===== src/fsmf_pkg.sv =====
// Package for the first substring match finder.
// Holds default sizes, configuration register codes, shared types and helpers.
// No dependencies; compiled before every other file of the block.
`timescale 1ns / 1ps

package fsmf_pkg;

  // Default sizes, handed to the top level as parameter defaults
  localparam int              MAX_PATTERN_DEF = 16;
  localparam longint unsigned MAX_TEXT_DEF    = 64'd65536;

  // Fixed field widths
  localparam int PATTERN_W   = 128;  // sixteen pattern bytes
  localparam int PLEN_W      = 5;
  localparam int POSITION_W  = 16;
  localparam int CFG_INDEX_W = 8;
  localparam int CFG_DATA_W  = 64;

  // Configuration register indexes
  typedef enum logic [CFG_INDEX_W-1:0] {
    REG_PATTERN_LOW  = 8'd0,
    REG_PATTERN_HIGH = 8'd1,
    REG_PATTERN_LEN  = 8'd2,
    REG_SEARCH_START = 8'd3
  } cfg_reg_t;

  // Register contents seen by the datapath
  typedef struct packed {
    logic [PATTERN_W-1:0]  pattern;
    logic [PLEN_W-1:0]     pattern_length;
    logic [POSITION_W-1:0] search_start;
  } cfg_t;

  // Window control from the search stage
  typedef struct packed {
    logic step;   // shift in the byte held in the input register
    logic clear;  // end of text: empty the window
  } win_ctrl_t;

  // Byte i of the pattern, byte 0 in bits 7..0
  function automatic logic [7:0] pattern_byte(input logic [PATTERN_W-1:0] pat,
                                              input logic [3:0] idx);
    return pat[{idx, 3'b000} +: 8];
  endfunction

endpackage


===== src/fsmf_text_if.sv =====
// Text input channel of the first substring match finder.
// Depends on nothing; one transaction carries one text byte.
`timescale 1ns / 1ps

interface fsmf_text_if;
  logic       valid;
  logic       ready;
  logic [7:0] text_byte;
  logic       end_of_text;

  modport source (output valid, output text_byte, output end_of_text, input ready);
  modport sink   (input valid, input text_byte, input end_of_text, output ready);
endinterface


===== src/fsmf_result_if.sv =====
// Result channel of the first substring match finder.
// Depends on fsmf_pkg for the position width.
`timescale 1ns / 1ps

interface fsmf_result_if;
  logic                              valid;
  logic                              ready;
  logic                              match_found;
  logic [fsmf_pkg::POSITION_W-1:0]   match_position;

  modport source (output valid, output match_found, output match_position, input ready);
  modport sink   (input valid, input match_found, input match_position, output ready);
endinterface


===== src/fsmf_cfg_if.sv =====
// Configuration write channel of the first substring match finder.
// Depends on fsmf_pkg for index and data widths.
`timescale 1ns / 1ps

interface fsmf_cfg_if;
  logic                             valid;
  logic                             ready;
  logic [fsmf_pkg::CFG_INDEX_W-1:0] index;
  logic [fsmf_pkg::CFG_DATA_W-1:0]  data;

  modport source (output valid, output index, output data, input ready);
  modport sink   (input valid, input index, input data, output ready);
endinterface


===== src/first_substring_match_finder.sv =====
// Top level of the first substring match finder.
// Depends on fsmf_pkg, the three channel interfaces, fsmf_cfg_regs and fsmf_window_match.
`timescale 1ns / 1ps

// Takes one text byte per clock and finds the first position at or after
// search_start where the pattern (1 to 16 bytes, pattern_length) begins.
// Each byte lands in an input register; from there the search stage shifts
// it into the window, compares the window with the pattern and updates
// the byte count and the first-hit latch. The byte marked end_of_text
// loads one result from the input register into the output register, and the
// window, count and latch then start over for the next text. Throughput is
// one byte per cycle; the input stalls only while a finished result waits
// in the output register and the next end-of-text byte needs it. Positions
// at or past MAX_TEXT take no part in matching, and match starts above
// 65535 are never reported. Configuration writes are taken every cycle and
// should only be issued while no text is in flight.
module first_substring_match_finder #(
  parameter int              MAX_PATTERN = fsmf_pkg::MAX_PATTERN_DEF,
  parameter longint unsigned MAX_TEXT    = fsmf_pkg::MAX_TEXT_DEF
) (
  input  logic            clk,
  input  logic            rst,
  fsmf_text_if.sink       text_in,
  fsmf_result_if.source   result_out,
  fsmf_cfg_if.sink        cfg_wr
);
  import fsmf_pkg::*;

  localparam int LEN_W = $clog2(MAX_PATTERN + 1);
  localparam int CNT_W = $clog2(MAX_TEXT + 1);
  localparam int POS_W = (CNT_W > POSITION_W + 1) ? CNT_W : POSITION_W + 1;

  cfg_t       regs;
  win_ctrl_t  win_ctrl;
  logic       win_match;

  // Input register
  logic       in_valid;
  logic [7:0] in_byte;
  logic       in_eot;

  // Per-text search state
  logic [CNT_W-1:0]      byte_count;
  logic                  hit_seen;
  logic [POSITION_W-1:0] hit_position;

  // Output register
  logic                  out_valid;
  logic                  out_found;
  logic [POSITION_W-1:0] out_position;

  logic                  stage_go;
  logic [LEN_W-1:0]      len_eff;
  logic                  count_live;
  logic [POS_W-1:0]      cand_end;
  logic [POS_W-1:0]      cand_begin;
  logic                  qualifies;

  fsmf_cfg_regs u_cfg_regs (
    .clk    (clk),
    .rst    (rst),
    .cfg_wr (cfg_wr),
    .regs   (regs)
  );

  // Pattern length clamped to the window depth
  assign len_eff = (regs.pattern_length > PLEN_W'(MAX_PATTERN)) ?
                   LEN_W'(MAX_PATTERN) : regs.pattern_length[LEN_W-1:0];

  // Search stage advances unless an end-of-text byte finds the output full
  assign stage_go = in_valid && (!in_eot || !out_valid || result_out.ready);
  assign text_in.ready = !in_valid || stage_go;

  assign win_ctrl.step  = stage_go;
  assign win_ctrl.clear = in_eot;

  fsmf_window_match #(
    .MAX_PATTERN (MAX_PATTERN)
  ) u_window_match (
    .clk       (clk),
    .rst       (rst),
    .ctrl      (win_ctrl),
    .text_byte (in_byte),
    .pattern   (regs.pattern),
    .len_eff   (len_eff),
    .match     (win_match)
  );

  // Candidate start for the byte in the search stage
  assign count_live = (byte_count != CNT_W'(MAX_TEXT));
  assign cand_end   = POS_W'(byte_count) + POS_W'(1);
  assign cand_begin = cand_end - POS_W'(len_eff);
  assign qualifies  = count_live && !hit_seen && (len_eff != '0) &&
                      (cand_end >= POS_W'(len_eff)) &&
                      (cand_begin >= POS_W'(regs.search_start)) &&
                      (cand_begin <= POS_W'({POSITION_W{1'b1}})) &&
                      win_match;

  // Input register
  always_ff @(posedge clk) begin
    if (rst) begin
      in_valid <= 1'b0;
    end else if (text_in.ready) begin
      in_valid <= text_in.valid;
    end
  end

  always_ff @(posedge clk) begin
    if (text_in.valid && text_in.ready) begin
      in_byte <= text_in.text_byte;
      in_eot  <= text_in.end_of_text;
    end
  end

  // Byte count and first-hit latch
  always_ff @(posedge clk) begin
    if (rst) begin
      byte_count   <= '0;
      hit_seen     <= 1'b0;
      hit_position <= '0;
    end else if (stage_go) begin
      if (in_eot) begin
        byte_count   <= '0;
        hit_seen     <= 1'b0;
        hit_position <= '0;
      end else begin
        if (count_live) byte_count <= byte_count + CNT_W'(1);
        if (qualifies) begin
          hit_seen     <= 1'b1;
          hit_position <= cand_begin[POSITION_W-1:0];
        end
      end
    end
  end

  // Output register
  always_ff @(posedge clk) begin
    if (rst) begin
      out_valid <= 1'b0;
    end else if (stage_go && in_eot) begin
      out_valid <= 1'b1;
    end else if (result_out.ready) begin
      out_valid <= 1'b0;
    end
  end

  always_ff @(posedge clk) begin
    if (stage_go && in_eot) begin
      out_found    <= hit_seen || qualifies;
      out_position <= hit_seen  ? hit_position :
                      qualifies ? cand_begin[POSITION_W-1:0] : '0;
    end
  end

  assign result_out.valid          = out_valid;
  assign result_out.match_found    = out_found;
  assign result_out.match_position = out_position;

  // An end-of-text byte always leaves a result behind
  a_eot_loads_result: assert property (@(posedge clk) disable iff (rst)
    (stage_go && in_eot) |=> out_valid)
    else $error("end-of-text byte did not produce a result");

  // A miss always reports position zero
  a_miss_position_zero: assert property (@(posedge clk) disable iff (rst)
    (out_valid && !out_found) |-> (out_position == '0))
    else $error("no-match result carries a nonzero position");

  // Count saturates at the text limit
  a_count_bounded: assert property (@(posedge clk) disable iff (rst)
    byte_count <= CNT_W'(MAX_TEXT))
    else $error("byte count ran past its limit");

  // Per-text state starts over after the end of a text
  a_text_state_cleared: assert property (@(posedge clk) disable iff (rst)
    (stage_go && in_eot) |=> ((byte_count == '0) && !hit_seen))
    else $error("search state not cleared after end of text");

endmodule


===== src/fsmf_cfg_regs.sv =====
// Configuration register file: pattern words, pattern length, search start.
// Depends on fsmf_pkg and fsmf_cfg_if.
`timescale 1ns / 1ps

module fsmf_cfg_regs (
  input  logic               clk,
  input  logic               rst,
  fsmf_cfg_if.sink           cfg_wr,
  output fsmf_pkg::cfg_t     regs
);
  import fsmf_pkg::*;

  cfg_t regs_r;

  // Writes are taken every cycle
  assign cfg_wr.ready = 1'b1;
  assign regs         = regs_r;

  // Register write decode; unknown indexes are dropped
  always_ff @(posedge clk) begin
    if (rst) begin
      regs_r.pattern        <= '0;
      regs_r.pattern_length <= PLEN_W'(1);
      regs_r.search_start   <= '0;
    end else if (cfg_wr.valid) begin
      unique case (cfg_wr.index)
        REG_PATTERN_LOW:  regs_r.pattern[63:0]    <= cfg_wr.data;
        REG_PATTERN_HIGH: regs_r.pattern[127:64]  <= cfg_wr.data;
        REG_PATTERN_LEN:  regs_r.pattern_length   <= cfg_wr.data[PLEN_W-1:0];
        REG_SEARCH_START: regs_r.search_start     <= cfg_wr.data[POSITION_W-1:0];
        default: ;
      endcase
    end
  end

endmodule


===== src/fsmf_window_match.sv =====
// Sliding byte window and pattern comparator.
// Flags whether the window, with the incoming byte shifted in, ends in the pattern.
// Depends on fsmf_pkg.
`timescale 1ns / 1ps

module fsmf_window_match #(
  parameter int  MAX_PATTERN = fsmf_pkg::MAX_PATTERN_DEF,
  localparam int LEN_W       = $clog2(MAX_PATTERN + 1)
) (
  input  logic                          clk,
  input  logic                          rst,
  input  fsmf_pkg::win_ctrl_t           ctrl,
  input  logic [7:0]                    text_byte,
  input  logic [fsmf_pkg::PATTERN_W-1:0] pattern,
  input  logic [LEN_W-1:0]              len_eff,
  output logic                          match
);
  import fsmf_pkg::*;

  localparam int IDX_W = (MAX_PATTERN > 1) ? $clog2(MAX_PATTERN) : 1;

  logic [7:0]       window      [MAX_PATTERN];
  logic [7:0]       window_next [MAX_PATTERN];
  logic [LEN_W-1:0] lane_idx    [MAX_PATTERN];
  logic [7:0]       lane_byte   [MAX_PATTERN];
  logic             mismatch;

  // Window after the incoming byte; entry 0 is the newest byte
  always_comb begin
    window_next[0] = text_byte;
    for (int k = 1; k < MAX_PATTERN; k++) begin
      window_next[k] = window[k-1];
    end
  end

  // Pattern byte i lines up with window entry len-1-i
  always_comb begin
    mismatch = 1'b0;
    for (int i = 0; i < MAX_PATTERN; i++) begin
      lane_idx[i]  = len_eff - LEN_W'(i + 1);
      lane_byte[i] = window_next[lane_idx[i][IDX_W-1:0]];
      if ((LEN_W'(i) < len_eff) && (lane_byte[i] != pattern_byte(pattern, 4'(i)))) begin
        mismatch = 1'b1;
      end
    end
    match = (len_eff != '0) && !mismatch;
  end

  // Window shift, emptied at the end of each text
  always_ff @(posedge clk) begin
    if (rst) begin
      for (int k = 0; k < MAX_PATTERN; k++) window[k] <= '0;
    end else if (ctrl.step) begin
      for (int k = 0; k < MAX_PATTERN; k++) begin
        window[k] <= ctrl.clear ? 8'h00 : window_next[k];
      end
    end
  end

endmodule

===== src/flat_wrapper.sv =====
// flat-port wrapper written by rule: the top's interface ports become plain ports
module first_substring_match_finder_flat import fsmf_pkg::*;
#(
  parameter int              MAX_PATTERN = fsmf_pkg::MAX_PATTERN_DEF,
  parameter longint unsigned MAX_TEXT    = fsmf_pkg::MAX_TEXT_DEF
)
  (clk, rst, text_in_valid, text_in_text_byte, text_in_end_of_text, text_in_ready, result_out_valid, result_out_match_found, result_out_match_position, result_out_ready, cfg_wr_valid, cfg_wr_index, cfg_wr_data, cfg_wr_ready);
  fsmf_text_if text_in_i ();
  fsmf_result_if result_out_i ();
  fsmf_cfg_if cfg_wr_i ();
  input  logic clk;
  input  logic rst;
  input wire logic [$bits(text_in_i.valid)-1:0] text_in_valid;
  input wire logic [$bits(text_in_i.text_byte)-1:0] text_in_text_byte;
  input wire logic [$bits(text_in_i.end_of_text)-1:0] text_in_end_of_text;
  output wire logic [$bits(text_in_i.ready)-1:0] text_in_ready;
  output wire logic [$bits(result_out_i.valid)-1:0] result_out_valid;
  output wire logic [$bits(result_out_i.match_found)-1:0] result_out_match_found;
  output wire logic [$bits(result_out_i.match_position)-1:0] result_out_match_position;
  input wire logic [$bits(result_out_i.ready)-1:0] result_out_ready;
  input wire logic [$bits(cfg_wr_i.valid)-1:0] cfg_wr_valid;
  input wire logic [$bits(cfg_wr_i.index)-1:0] cfg_wr_index;
  input wire logic [$bits(cfg_wr_i.data)-1:0] cfg_wr_data;
  output wire logic [$bits(cfg_wr_i.ready)-1:0] cfg_wr_ready;
  assign text_in_i.valid = text_in_valid;
  assign text_in_i.text_byte = text_in_text_byte;
  assign text_in_i.end_of_text = text_in_end_of_text;
  assign text_in_ready = text_in_i.ready;
  assign result_out_valid = result_out_i.valid;
  assign result_out_match_found = result_out_i.match_found;
  assign result_out_match_position = result_out_i.match_position;
  assign result_out_i.ready = result_out_ready;
  assign cfg_wr_i.valid = cfg_wr_valid;
  assign cfg_wr_i.index = cfg_wr_index;
  assign cfg_wr_i.data = cfg_wr_data;
  assign cfg_wr_ready = cfg_wr_i.ready;
  first_substring_match_finder #(.MAX_PATTERN(MAX_PATTERN), .MAX_TEXT(MAX_TEXT)) u_core (.clk(clk), .rst(rst), .text_in(text_in_i), .result_out(result_out_i), .cfg_wr(cfg_wr_i));
endmodule

===== config.mk =====
export PLATFORM = sky130hd
export DESIGN_NAME = first_substring_match_finder_flat
export DESIGN_NICKNAME = d
export VERILOG_FILES = /design/src/fsmf_pkg.sv /design/src/fsmf_text_if.sv /design/src/fsmf_result_if.sv /design/src/fsmf_cfg_if.sv /design/src/first_substring_match_finder.sv /design/src/fsmf_cfg_regs.sv /design/src/fsmf_window_match.sv /design/src/flat_wrapper.sv
export SDC_FILE = /design/constraint.sdc
export NUM_CORES = 1
export LEC_CHECK = 0
export ABC_AREA = 0
export BUFFER_PORTS_ARGS = -buffer_cell sky130_fd_sc_hd__buf_2
export CORE_ASPECT_RATIO = 0.6
export CORE_UTILIZATION = 31
export CTS_BUF_LIST = sky130_fd_sc_hd__clkbuf_4 sky130_fd_sc_hd__clkbuf_8 sky130_fd_sc_hd__clkbuf_16
export DETAILED_ROUTE_END_ITERATION = 7
export HOLD_SLACK_MARGIN = 0.05
export PLACE_DENSITY_LB_ADDON = 0.08
export SETUP_SLACK_MARGIN = 0.05
export SLEW_MARGIN = 10
export SYNTH_ARGS = -nofsm -noshare
export SYNTH_HDL_FRONTEND = slang
export SYNTH_HIERARCHICAL = 1
export SYNTH_SLANG_ARGS = --single-unit

===== constraint.sdc =====
create_clock -name clk -period 12.5 [get_ports clk]
set_input_delay 1.875 -clock clk [delete_from_list [all_inputs] [get_ports clk]]
set_output_delay 1.875 -clock clk [all_outputs]
set_load 0.02 [all_outputs]

* Word level (Yosys, flattened, before mapping) *
Memory sizes are Yosys's and may differ from the RTL's.
Index checks and enable logic that the tools add are counted.

storage, ports and cells
  register bits = 211
  bits in writable memories = 128
  input port bits = 86
  logic and storage cells = 278
  memories = 1

operators by class
  add/sub/neg operators = 18
  magnitude comparators = 36
  equal/unequal tests = 20
  multiplexer cells = 112
  bitwise gates (word level) = 32
  reductions and logical operators = 46

memory list
  memory                        words  bits a word  read ports  clocked after memory_dff  wr ports  RTL line                 RTL
  u_core.u_window_match.window  16     8            15          0                         16        fsmf_window_match.sv:22  logic [7:0] window [MAX_PATTERN];

operators by type and width
  cell                                                       number
  binary-select mux 8 bit (select 4 bit)                     16
  two-way mux 8 bit                                          64
  inequality test 8 bit                                      16
  greater-or-equal comparator 5 bit (second input constant)  16
  NOT 4 -> 5 bit                                             16
  two-way mux 16 bit                                         4
  < comparator 4 x 5 -> 1 bit (first input constant)         8
  two-way mux 17 bit                                         2
  subtractor 4 bit (second input constant)                   8
  logical AND 1 bit                                          26
  two-way mux 1 bit                                          25
  < comparator 3 x 5 -> 1 bit (first input constant)         4
  adder 17 x 1 -> 17 bit (second input constant)             1
  greater-or-equal comparator 17 x 16 -> 1 bit               1
  greater-or-equal comparator 17 x 5 -> 1 bit                1
  <= comparator 17 x 16 -> 1 bit (second input constant)     1
  inequality test 17 bit (second input constant)             1
  subtractor 17 x 5 -> 17 bit                                1
  equality test 8 x 2 -> 1 bit (second input constant)       2
  OR 1 bit                                                   16
  subtractor 4 x 3 -> 4 bit (second input constant)          4
  AND reduction 2 bit                                        6
  < comparator 1 x 5 -> 1 bit (first input constant)         2
  < comparator 2 x 5 -> 1 bit (first input constant)         2
  10 further kinds                                           21

* Depth between registers and ports, before layout *
Gate-level depths: netlist (run 1).

  depth in word-level cells = 30
  depth in mapped cells = 30
  gate-level depth less buffers = 19

* By module *
Netlist (run 1), hierarchy kept.

by module, submodules not included
  module                        times used  cells each  area an instance (µm²)  sequential area each (µm²)
  fsmf_window_match             1           1197        14565.2                 3603.5
  fsmf_cfg_regs                 1           558         6199.7                  2982.9
  first_substring_match_finder  1           475         4285.4                  1501.4

* Least setup slack after synthesis (run 1) *
No wires, ideal clock.

  path kind = register to register
  from = reg u_core.u_cfg_regs.regs_r, in the netlist u_core/u_cfg_regs/regs[20]
  to = reg u_core.hit_position[10]
  library setup time = 0.073 ns
  data arrival time = 6.142 ns
  required time = 12.427 ns
  path slack = 6.285 ns
  stages on the path, launching flop included = 28
  clock period less this slack = 6.215 ns
  cell sequence = dfxtp_1 -> nor2b_1 -> buf_6 -> buf_4 -> inv_1 -> buf_4 -> buf_2 -> clkbuf_1 -> ha_1 -> buf_2 -> buf_2 -> buf_2 -> mux4_2 -> mux2i_1 -> mux2i_1 -> xor2_1 -> nor4_1 -> nand4_1 -> nor4_2 -> a41oi_1 -> a2111oi_0 -> and4_1 -> nor4b_1 -> o21ai_0 -> or4_1 -> buf_6 -> buf_12 -> o211ai_2

on the way
  longest elaborated chain between the ends = 30
  elaborated cells between the ends (all ways) = 162

ends and longest elaborated chain
  item                                                   RTL line                             RTL
  from (decl)                                            fsmf_cfg_regs.sv:13                  cfg_t regs_r;
  greater-than comparator 5 bit (*)                      first_substring_match_finder.sv:67   assign len_eff = (regs.pattern_length > PLEN_W'(MAX_PATTERN)) ?
  two-way mux 5 bit (*)                                  first_substring_match_finder.sv:67
  via u_core.len_eff[0]                                  first_substring_match_finder.sv:53   logic [LEN_W-1:0] len_eff;
  subtractor 4 x 1 -> 4 bit                              fsmf_window_match.sv:40              lane_idx[i] = len_eff - LEN_W'(i + 1);
  NOT 4 -> 5 bit (not written as such)                   fsmf_window_match.sv:41              lane_byte[i] = window_next[lane_idx[i][IDX_W-1:0]];
  binary-select mux 8 bit (select 4 bit)                 fsmf_window_match.sv:41
  two-way mux 8 bit (not written as such) (2 in series)  fsmf_window_match.sv:41
  inequality test 8 bit                                  fsmf_window_match.sv:42              if ((LEN_W'(i) < len_eff) && (lane_byte[i] != pattern_byte(pattern, 4'(i)))) begin
  logical AND 1 bit                                      fsmf_window_match.sv:42
  two-way mux 1 bit (16 in series)                       fsmf_window_match.sv:42
  logical NOT 1 bit                                      fsmf_window_match.sv:46              match = (len_eff != '0) && !mismatch;
  logical AND 1 bit (*)                                  fsmf_window_match.sv:46
  via u_core.win_match                                   first_substring_match_finder.sv:35   logic win_match;
  logical AND 1 bit (*)                                  first_substring_match_finder.sv:96   (cand_begin <= POS_W'({POSITION_W{1'b1}})) &&
  nonzero test 2 bit (no line) (*)                       --
  AND reduction 2 bit (no line) (*)                      --
  to (signal assigned)                                   first_substring_match_finder.sv:130  hit_position <= cand_begin[POSITION_W-1:0];
  to (decl)                                              first_substring_match_finder.sv:45   logic [POSITION_W-1:0] hit_position;

The timed path passes the listed nets; every way through them passes the cells marked *. The select of a mux whose other input is x is not followed.
A chain may end at the register's enable or synchronous reset.

* Final worst setup path (run 1) *
  from = reg u_core.u_cfg_regs.regs_r, in the netlist u_core/u_cfg_regs/regs[20]
  to = reg u_core.hit_position[14]

Same word-level chain as after synthesis.

==> results of run 1 <==
area by class of cell:
cell class,instances,area [µm²],area share (%)
flip-flops and latches,331,8088,29.36
well taps,1066,1334,4.842
clock inverters,18,201.4,0.7312
clock buffers,52,1134,4.115
repair buffers,137,774.5,2.811
multi-input cells,1672,15810,57.39
inverters,53,203.9,0.7403
diodes,1,2.502,0.009083
cell usage after synthesis (all sizes together), types with 5 or more instances:
cell | instances | area (µm²)
nand3 | 23 | 115.1
clkbuf | 75 | 281.5
xnor2 | 97 | 872.1
a22o | 15 | 131.4
mux2 | 40 | 450.4
and3 | 104 | 654.4
a32oi | 24 | 210.2
o211ai | 20 | 200.2
inv | 53 | 198.9
a211oi | 12 | 95.09
nand2 | 88 | 332.8
or3 | 10 | 68.82
a21o | 6 | 45.04
o22ai | 7 | 43.79
nor4 | 16 | 112.6
nor2 | 53 | 198.9
ha | 33 | 412.9
nand3b | 6 | 45.04
or4 | 5 | 37.54
o31ai | 5 | 37.54
a41oi | 5 | 43.79
edfxtp | 146 | 4384
buf | 98 | 789.5
nor2b | 7 | 43.79
nand4 | 26 | 192.7
mux2i | 341 | 3426
nand2b | 220 | 1376
nor4b | 7 | 82.57
a21oi | 35 | 175.2
a31oi | 7 | 43.79
dfxtp | 185 | 3704
o21ai | 43 | 215.2
mux4 | 183 | 4129
xor2 | 101 | 899.6
and2 | 47 | 295.3
nor3 | 24 | 125.1
kinds of logic after synthesis:
kind of cell	Yosys count	share of synthesized area, %
xor gates and xnor gates	199	7.162
DFF	331	32.29
other	1	0.01497
adders and majority gates	34	1.728
and+or+nand+nor	652	15.26
AOI/OAI and AO/OA	222	6.488
buffers and inverters	227	5.105
muxes	564	31.96
path summary, 6_finish.rpt:
kind | cells after the start | slack [ns] | to
worst max-delay path | 20 | 3.70 | u_core/hit_position[14]$_SDFFE_PP0P_
worst min-delay path | 2 | 0.48 | u_core/u_cfg_regs/regs[11]$_SDFFE_PP0P_
worst max register to register | 20 | 3.70 | u_core/hit_position[14]$_SDFFE_PP0P_
worst min register to register | 2 | 0.48 | u_core/u_cfg_regs/regs[11]$_SDFFE_PP0P_
sequential cells by signal (all words and copies together), names as in the netlist, 8 cells and up:
| register | count |
|---|---|
| u_core/u_window_match/window | 120 |
| u_core/hit_position | 16 |
| u_core/result_out.match_position | 16 |
| u_core/in_byte | 8 |
| u_core/byte_count | 17 |
| u_core/u_cfg_regs/regs | 149 |
critical path, stage by stage (launching register included):
cell and delay (ns):
dfxtp_1 0.50, nor2b_4 0.17, buf_4 0.51, inv_1 0.09
buf_4 0.33, ha_4 0.93, buf_4 0.82, mux2i_1 0.22
mux4_2 0.57, mux2i_1 0.48, xor2_1 0.14, nor3_1 0.32
a41o_1 0.30, o221ai_1 0.13, or3_1 0.44, nor4_1 0.30
and4_1 0.31, nor4b_1 0.46, o21ai_0 0.28, or4_1 1.00
o211ai_1 0.33
power breakdown:
part / total, mW / internal (mW) / switching, mW
combinational: 0.366 / 0.149 / 0.216
sequential: 1.23 / 1.16 / 0.0697
clock: 1.23 / 0.721 / 0.508
total: 2.82 / 2.03 / 0.794
routing by layer:
| metal | GRT usage [%] | vias to the layer above |
|---|---|---|
| met3 | 9.217 | 79 |
| met1 | 37.61 | 9777 |
| met2 | 26.82 | 887 |
| met4 | 3.949 | 4 |
| met5 | 1.865 | - |
| li1 | - | 8392 |
stage by stage:
step / std cells / power, mW / setup slack [ns] / cell area, µm² / hold WS [ns]
final: 3330 / 2.824 / 3.698 / 27550 / 0.4786
after global routing: 3329 / 2.921 / 3.084 / 27550 / 0.5020
after CTS: 3329 / 2.848 / 3.963 / 27540 / 0.4851
after detailed placement: 3259 / 1.603 / 3.998 / 26210 / 0.4697
after global placement: 3259 / 1.600 / 4.111 / 26210 / 0.4637
after floorplan: 2230 / 1.438 / 6.285 / 25050 / 0.4487
==> flow_metrics.tcl, run 1 <==
set metrics [dict create \
    status "finished, final reports clean" \
    async_reset_ff_share_pct 0 \
    synth.avg_cell_area_um2 11.23 \
    wl_met2_mm 33.56 \
    rsz0062_at_grt "no" \
    die_h_um 222.2 \
    utilization_pct 34.58 \
    die_w_um 369.0 \
    antenna_found_initial 4 \
    synth-edff-count 146 \
    setup_viol 0 \
    synth_cell_types 97 \
    dp_hpwl_mm 72.02 \
    fmax_mhz 113.6 \
    hold_violations 0 \
    portBuffers 104 \
    numCtsBuffers 38 \
    firstDrtPassIters 6 \
    required_ns 12.98 \
    critPathArrivalTime_ns 9.28 \
    ant_nets 0 \
    syn_inst 2230 \
    wire_per_inst_um 28.86 \
    cts_setup_buffers 0 \
    finalSetupTns_ns 0 \
    wl_met3_mm 11.35 \
    ios 106 \
    gr-total-overflow 0 \
    syn_area_um2 25050 \
    ys_warn_count 6 \
    crit_type "flop to flop" \
    highest-signal-layer "met5" \
    mostFrequentLayoutCell "mux2i_1" \
    start_util_pct 31.44 \
    finalClockSkew_ns 0.02859 \
    finalMaxSlewViolations 0 \
    areaGrowthSynthToFinish_pct 9.974 \
    worstHoldStart "u_core/u_cfg_regs/regs[11]$_SDFFE_PP0P_" \
    final_cell_mix "mux2i_1 (340), nand2b_1 (220), dfxtp_1 (185)" \
    ctsResizeCount 0 \
    dieArea_um2 81980 \
    ys.flop_type "dfxtp_1" \
    grt_pass1_wl_mm 136.1 \
    critPathLaunchType "flop" \
    drv_cap 0 \
    slew_headroom_pct 21.40 \
    cts_max_level 2 \
    first_global_vias 18015 \
    hold_class "flop to flop" \
    endpoint_kind "flop" \
    routed_wirelength_mm 96.10 \
    drive_above_1_share_pct 20.72 \
    rr_startpoint "u_core/u_cfg_regs/regs[20]$_SDFFE_PP0P_" \
    min_period_ns 8.802 \
    grt_usage_pct 23.04 \
    drc 0 \
    p_leak_nw 11.08 \
    cts_tree "done" \
    syn_nets 2350 \
    via_count 19139 \
    ys_seq_area_share_pct 32.29 \
    gp_congestion 0.8876 \
    clockBufferDepth 3 \
    path_clk_slew_ns 0.06 \
    period_share_pct 70.41 \
    ir_worst_vdd_uv 74.45 \
    core-area_um2 79680 \
    nFillCells 7967 \
    via_per_inst 5.747 \
    power_density_nw_per_um2 102.5 \
    rows 80 \
    first_iter_violations 2194 \
    cts_root_buf "clkbuf_16" \
    tightest_slew_ns 1.179 \
    synth-seq-cells 331 \
    insertion_delay_ns 0.59 \
    nets 2353 \
    cts.sinks 331 \
    wl_met1_mm 49.63 \
    grt_max_degree 121 \
    crit_fanout 53 \
    cp-startpoint "u_core/u_cfg_regs/regs[20]$_SDFFE_PP0P_" \
    hold_buffers 0 \
]
No activity file was read; power rests on OpenSTA's default activity.
==> run 2, diff against run 1 <==
==> constraint.sdc (replaced) <==
create_clock -name clk -period 8.5 [get_ports clk]
set_input_delay 1.275 -clock clk [delete_from_list [all_inputs] [get_ports clk]]
set_output_delay 1.275 -clock clk [all_outputs]
set_load 0.02 [all_outputs]
==> run 2 against run 1 <==
Sequential power is 47% higher. Core utilization is 0.10 points higher. Clock power is 44% higher. Worst hold slack hardly changed. Routed wire length is 3.1% higher. Critical path depth is 1 lower. Die area stayed put. Worst setup slack worse by 3.3 ns. Clock-buffer cell count is 3 higher. Sequential share of layout area is 0.088 points lower. Critical path type unchanged. Critical endpoint is now u_core/hit_position[15]$_SDFFE_PP0P_.
==> flow_metrics.tcl, run 2 (synthesis gave the netlist of run 1 again) <==
set metrics [dict create \
    rr_startpoint "u_core/u_cfg_regs/regs[20]$_SDFFE_PP0P_" \
    largest_register_ffs 149 \
    start_util_pct 31.44 \
    crit_fanout 22 \
    hold_buffers 0 \
    multi_input_area_um2 15820 \
    cp-startpoint "u_core/u_cfg_regs/regs[20]$_SDFFE_PP0P_" \
    combinationalPowerShare_pct 13.1 \
    routed_wirelength_mm 99.04 \
    numCtsBuffers 39 \
    tightest_slew_ns 1.253 \
    rsz0062_at_grt "no" \
    grt_usage_pct 23.76 \
    crit_type "flop to flop" \
    grt_max_degree 121 \
    endpoint_kind "flop" \
    clockBufferDepth 3 \
    finalClockSkew_ns 0.01983 \
    ctsResizeCount 0 \
    p_clk_share_pct 42.9 \
    cts.sinks 331 \
    layoutNonFillerInstCount 3342 \
    required_ns 8.99 \
    firstDrtPassIters 5 \
    finalSetupTns_ns 0 \
    hold_class "flop to flop" \
    wire_per_inst_um 29.63 \
    setup_viol 0 \
    areaGrowthSynthToFinish_pct 10.30 \
    via_per_inst 5.741 \
    cts_root_buf "clkbuf_16" \
    cts_max_level 2 \
    cts_tree "done" \
    ir_worst_vdd_uv 111.6 \
    slew_headroom_pct 16.50 \
    grt_pass1_wl_mm 139.4 \
    die_w_um 369.0 \
    p_seq_share_pct 44.0 \
    ios 106 \
    post-place-ws_ns 0.5084 \
    crit_end "u_core/hit_position[15]$_SDFFE_PP0P_" \
    portBuffers 104 \
    first_global_vias 18220 \
    fmax_mhz 124.2 \
    p_leak_nw 11.14 \
    finalMaxSlewViolations 0 \
    switching_share_pct 28.82 \
    drv_cap 0 \
    dpl_cell_area_um2 26300 \
    ant_nets 0 \
    rows 80 \
    die_h_um 222.2 \
    fin_ws_ns 0.4473 \
    p_sw_mw 1.186 \
    fin_area_um2 27630 \
    path_clk_slew_ns 0.06 \
    mostFrequentLayoutCell "mux2i_1" \
    nFillCells 7983 \
    internal_power_mw 2.929 \
    dp.cells 3269 \
    r2r_cells 19 \
    dieArea_um2 81980 \
    antenna_found_initial 4 \
    first_iter_violations 2183 \
    final_cell_mix "mux2i_1 (340), nand2b_1 (220), dfxtp_1 (185)" \
    drive_above_1_share_pct 21.23 \
    via_count 19188 \
    finalPower_mw 4.115 \
    critPathArrivalTime_ns 8.54 \
    drc 0 \
    hold_violations 0 \
    dp_hpwl_mm 74.91 \
    cts_setup_buffers 0 \
    whs_path_depth 2 \
    status "finished, final reports clean" \
    critPathLaunchType "flop" \
    insertion_delay_ns 0.59 \
    nets 2364 \
    gp_congestion 0.8894 \
    power_density_nw_per_um2 148.9 \
    worst_r2r_endpoint "u_core/hit_position[15]$_SDFFE_PP0P_" \
    min_period_ns 8.053 \
    r2r_setup_slack_ns 0.45 \
    period_share_pct 94.74 \
    gr-total-overflow 0 \
    regArea_um2 8088 \
    core-area_um2 79680 \
]
==> run 2: cell types whose count changed in the layout (fill, tap and decap cells not counted), sizes merged <==
cell,delta
clkinvlp,-2
inv,+4
buf,+10
clkbuf,+3
bufinv,-3
==> run 2: per-stage QoR <==
step | hold WS, ns | utilization [%]
3_3_place_gp | 0.4629 | 33.00
3_5_place_dp | 0.4691 | 33.01
2_1_floorplan | 0.4487 | -
6_report | 0.4785 | 34.68
4_1_cts | 0.4813 | 34.66
5_1_grt | 0.4993 | 34.68
==> run 2: worst min-delay path by stage <==
stage | end | startpoint | slack [ns]
after floorplan | u_core/u_cfg_regs/regs[104]$_SDFFE_PP0P_ | u_core/u_cfg_regs/regs[104]$_SDFFE_PP0P_ | 0.45
after global placement | u_core/u_cfg_regs/regs[15]$_SDFFE_PP0P_ | u_core/u_cfg_regs/regs[15]$_SDFFE_PP0P_ | 0.46
after detailed placement | u_core/u_cfg_regs/regs[15]$_SDFFE_PP0P_ | u_core/u_cfg_regs/regs[15]$_SDFFE_PP0P_ | 0.47
after CTS | u_core/u_cfg_regs/regs[15]$_SDFFE_PP0P_ | u_core/u_cfg_regs/regs[15]$_SDFFE_PP0P_ | 0.48
after global routing | u_core/u_cfg_regs/regs[129]$_SDFFE_PP0P_ | u_core/u_cfg_regs/regs[129]$_SDFFE_PP0P_ | 0.50
final | u_core/u_cfg_regs/regs[15]$_SDFFE_PP0P_ | u_core/u_cfg_regs/regs[15]$_SDFFE_PP0P_ | 0.48
==> run 2: per-layer routing <==
layer / share of wire, % / vias to the layer above / track usage (%)
li1: - / 8398 / -
met1: 52 / 9844 / 39.13
met2: 34 / 861 / 27.15
met3: 12 / 85 / 9.303
met4: 2.0 / 0 / 5.060
met5: 0 / - / 0
==> run 2: worst max-delay path, cell delays in order (launching register included) <==
cell,delay [ns]
dfxtp_1,0.75
inv_1,0.20
nand2_1,0.15
inv_1,0.07
inv_2,0.29
ha_1,1.03
buf_4,0.40
mux2i_1,0.11
mux4_2,0.49
xnor2_1,0.45
nand4_1,0.28
nor4_2,0.52
o221ai_1,0.16
or3_1,0.40
nor4_1,0.30
and4_1,0.32
nor4b_1,0.42
o21ai_0,0.28
or4_1,0.98
o211ai_1,0.33
==> run 2: area by class of cell <==
cell class | instances | area share [%]
Sequential cell | 331 | 29.27
Tap cell | 1066 | 4.827
Clock inverter | 17 | 0.5434
Clock buffer | 55 | 4.229
Multi-Input combinational cell | 1672 | 57.26
Timing Repair Buffer | 147 | 3.120
Inverter | 53 | 0.7381
Antenna cell | 1 | 0.009056
==> run 2: power groups by stage <==
| stage | Clock, mW | Combinational, mW | Sequential [mW] |
|---|---|---|---|
| 2_1_floorplan | 0 | 0.336 | 1.78 |
| 3_3_place_gp | 0 | 0.521 | 1.84 |
| 3_5_place_dp | 0 | 0.527 | 1.84 |
| 4_1_cts | 1.82 | 0.529 | 1.80 |
| 5_1_grt | 1.88 | 0.572 | 1.81 |
| 6_report | 1.77 | 0.537 | 1.81 |
==> run 3, diff against run 2 <==
--- a/config.mk
+++ b/config.mk
@@ -12,7 +12,6 @@
 export CTS_BUF_LIST = sky130_fd_sc_hd__clkbuf_4 sky130_fd_sc_hd__clkbuf_8 sky130_fd_sc_hd__clkbuf_16
 export DETAILED_ROUTE_END_ITERATION = 7
 export HOLD_SLACK_MARGIN = 0.05
-export PLACE_DENSITY_LB_ADDON = 0.08
 export SETUP_SLACK_MARGIN = 0.05
 export SLEW_MARGIN = 10
 export SYNTH_ARGS = -nofsm -noshare
==> run 3 against run 2 <==
Core utilization is 0.20 points lower. Sequential share of layout area is 0.17 points higher. Die area stayed put. Sequential power hardly changed. Register-to-register slack better by 0.24 ns. Worst hold slack worse by 0.0016 ns. Final cell count is 0.45% lower. Flip-flop and latch count stayed put. Clock skew is 0.017 ns higher. Critical path type unchanged.
==> flow_metrics.tcl, run 3 (synthesis gave the netlist of run 1 again) <==
set metrics [dict create \
    status "finished, final reports clean" \
    path_clk_slew_ns 0.07 \
    grtUsageMet3_pct 8.932 \
    r2r_cells 20 \
    endpoint_kind "flop" \
    slew_headroom_pct 14.53 \
    cts_tree "done" \
    finalClockSkew_ns 0.03702 \
    post-place-ws_ns 1.108 \
    areaGrowthSynthToFinish_pct 9.675 \
    die_w_um 369.0 \
    via_per_inst 5.826 \
    worst_r2r_endpoint "u_core/hit_position[15]$_SDFFE_PP0P_" \
    required_ns 8.97 \
    cts_max_level 2 \
    numCtsBuffers 34 \
    crit_type "flop to flop" \
    worstHoldStart "u_core/u_cfg_regs/regs[1]$_SDFFE_PP0P_" \
    power_density_nw_per_um2 145.7 \
    rows 80 \
    hold_slack_ns 0.4769 \
    drc 0 \
    cts_setup_buffers 0 \
    p_leak_nw 11.05 \
    drive_above_1_share_pct 20.54 \
    period_share_pct 91.89 \
    firstDrtPassIters 7 \
    dp_hpwl_mm 67.72 \
    ios 106 \
    final_cell_mix "mux2i_1 (340), nand2b_1 (220), dfxtp_1 (185)" \
    top_usage_layer "met1" \
    antenna_found_initial 1 \
    nets 2354 \
    dieArea_um2 81980 \
    rsz0062_at_grt "no" \
    insertion_delay_ns 0.58 \
    hold_end "u_core/u_cfg_regs/regs[1]$_SDFFE_PP0P_" \
    critPathLaunchType "flop" \
    routed_wirelength_mm 89.47 \
    fmax_mhz 128.0 \
    core-area_um2 79680 \
    hold_class "flop to flop" \
    crit_fanout 35 \
    tightest_slew_ns 1.273 \
    cts.sinks 331 \
    first_global_vias 18437 \
    rr_startpoint "u_core/u_cfg_regs/regs[20]$_SDFFE_PP0P_" \
    finalMaxSlewViolations 0 \
    start_util_pct 31.44 \
    grt_usage_pct 21.31 \
    grt_util_met1_pct 34.01 \
    via_count 19383 \
    ctsResizeCount 0 \
    portBuffers 104 \
    mostFrequentLayoutCell "mux2i_1" \
    r2r_setup_slack_ns 0.69 \
    ant_nets 0 \
    hold_violations 0 \
    wire_per_inst_um 26.89 \
    nFillCells 8010 \
    ir_worst_vdd_uv 122.8 \
    grt_pass1_wl_mm 129.8 \
    whs_path_depth 2 \
    setup_viol 0 \
    grt_max_degree 126 \
    drv_cap 0 \
    first_iter_violations 2649 \
    gp_congestion 1.009 \
    hold_buffers 0 \
    fin_ws_ns 0.6892 \
    cts_root_buf "clkbuf_16" \
    critPathArrivalTime_ns 8.28 \
    finalSetupTns_ns 0 \
    clockBufferDepth 3 \
    gr-total-overflow 0 \
    use_met2_pct 25.95 \
    die_h_um 222.2 \
    largest_register_ffs 149 \
    min_period_ns 7.811 \
]
run 3: changes by cell type in the layout (fill, tap and decap cells not counted), sizes merged:
cell / change
clkinv: +1
bufinv: +3
clkinvlp: -2
diode: +1
inv: -4
clkbuf: -9
buf: -5
run 3: routing by layer:
metal  up-vias  wire length [µm]
met5         -                 0
met4         0              1173
met3        95             12940
met2      1040             32430
met1      9862             42920
li1       8386                 -
run 3: worst max path at each step:
stage               slack [ns]                                    start                                    to  depth (start not counted)
CTS                       1.09  u_core/u_cfg_regs/regs[20]$_SDFFE_PP0P_   u_core/hit_position[0]$_SDFFE_PP0P_                         20
floorplan                 2.28  u_core/u_cfg_regs/regs[20]$_SDFFE_PP0P_  u_core/hit_position[10]$_SDFFE_PP0P_                         27
detailed placement        1.11  u_core/u_cfg_regs/regs[20]$_SDFFE_PP0P_   u_core/hit_position[0]$_SDFFE_PP0P_                         20
finish                    0.69  u_core/u_cfg_regs/regs[20]$_SDFFE_PP0P_  u_core/hit_position[15]$_SDFFE_PP0P_                         20
global placement          1.16  u_core/u_cfg_regs/regs[20]$_SDFFE_PP0P_  u_core/hit_position[11]$_SDFFE_PP0P_                         20
global route              0.37  u_core/u_cfg_regs/regs[20]$_SDFFE_PP0P_  u_core/hit_position[14]$_SDFFE_PP0P_                         20
run 3: area by class of cell:
class | count | area [µm²] | area share (%)
timing repair buffer | 142 | 837.1 | 3.047
inverter | 53 | 203.9 | 0.7423
antenna | 2 | 5.005 | 0.01822
clock buffer | 46 | 1007 | 3.666
multi-input combinational | 1672 | 15790 | 57.48
clock inverter | 15 | 206.4 | 0.7514
tap | 1066 | 1334 | 4.855
sequential | 331 | 8088 | 29.44
run 3: power by group:
group	switching, mW	internal (mW)	total [mW]
Combinational	0.307	0.220	0.527
Clock	0.713	0.964	1.68
Sequential	0.0932	1.71	1.80
Total	1.11	2.89	4.00
run 3: per-stage QoR:
| stage | cells | total power, mW | util, % | instance area (µm²) |
|---|---|---|---|---|
| 2_1_floorplan | 2230 | 2.115 | - | 25050 |
| 3_3_place_gp | 3264 | 2.323 | 32.94 | 26250 |
| 3_5_place_dp | 3264 | 2.335 | 32.94 | 26250 |
| 4_1_cts | 3325 | 4.012 | 34.47 | 27460 |
| 5_1_grt | 3325 | 4.133 | 34.48 | 27470 |
| 6_report | 3327 | 4.002 | 34.48 | 27470 |
run 3: worst max-delay path: stages, from the launching register on:
cell and delay (ns):
dfxtp_1 0.52, inv_1 0.22, nand2_1 0.17, inv_6 0.35, inv_1 0.28, ha_4 0.62, buf_4 0.47, mux2i_1 0.20
mux4_2 0.52, mux2i_1 0.60, xor2_1 0.15, nor3_1 0.20, a41o_1 0.20, o221ai_1 0.10, or3_1 0.43, nor4_1 0.32
and4_1 0.32, nor4b_1 0.43, o21ai_0 0.26, or4_1 0.98, o211ai_1 0.32
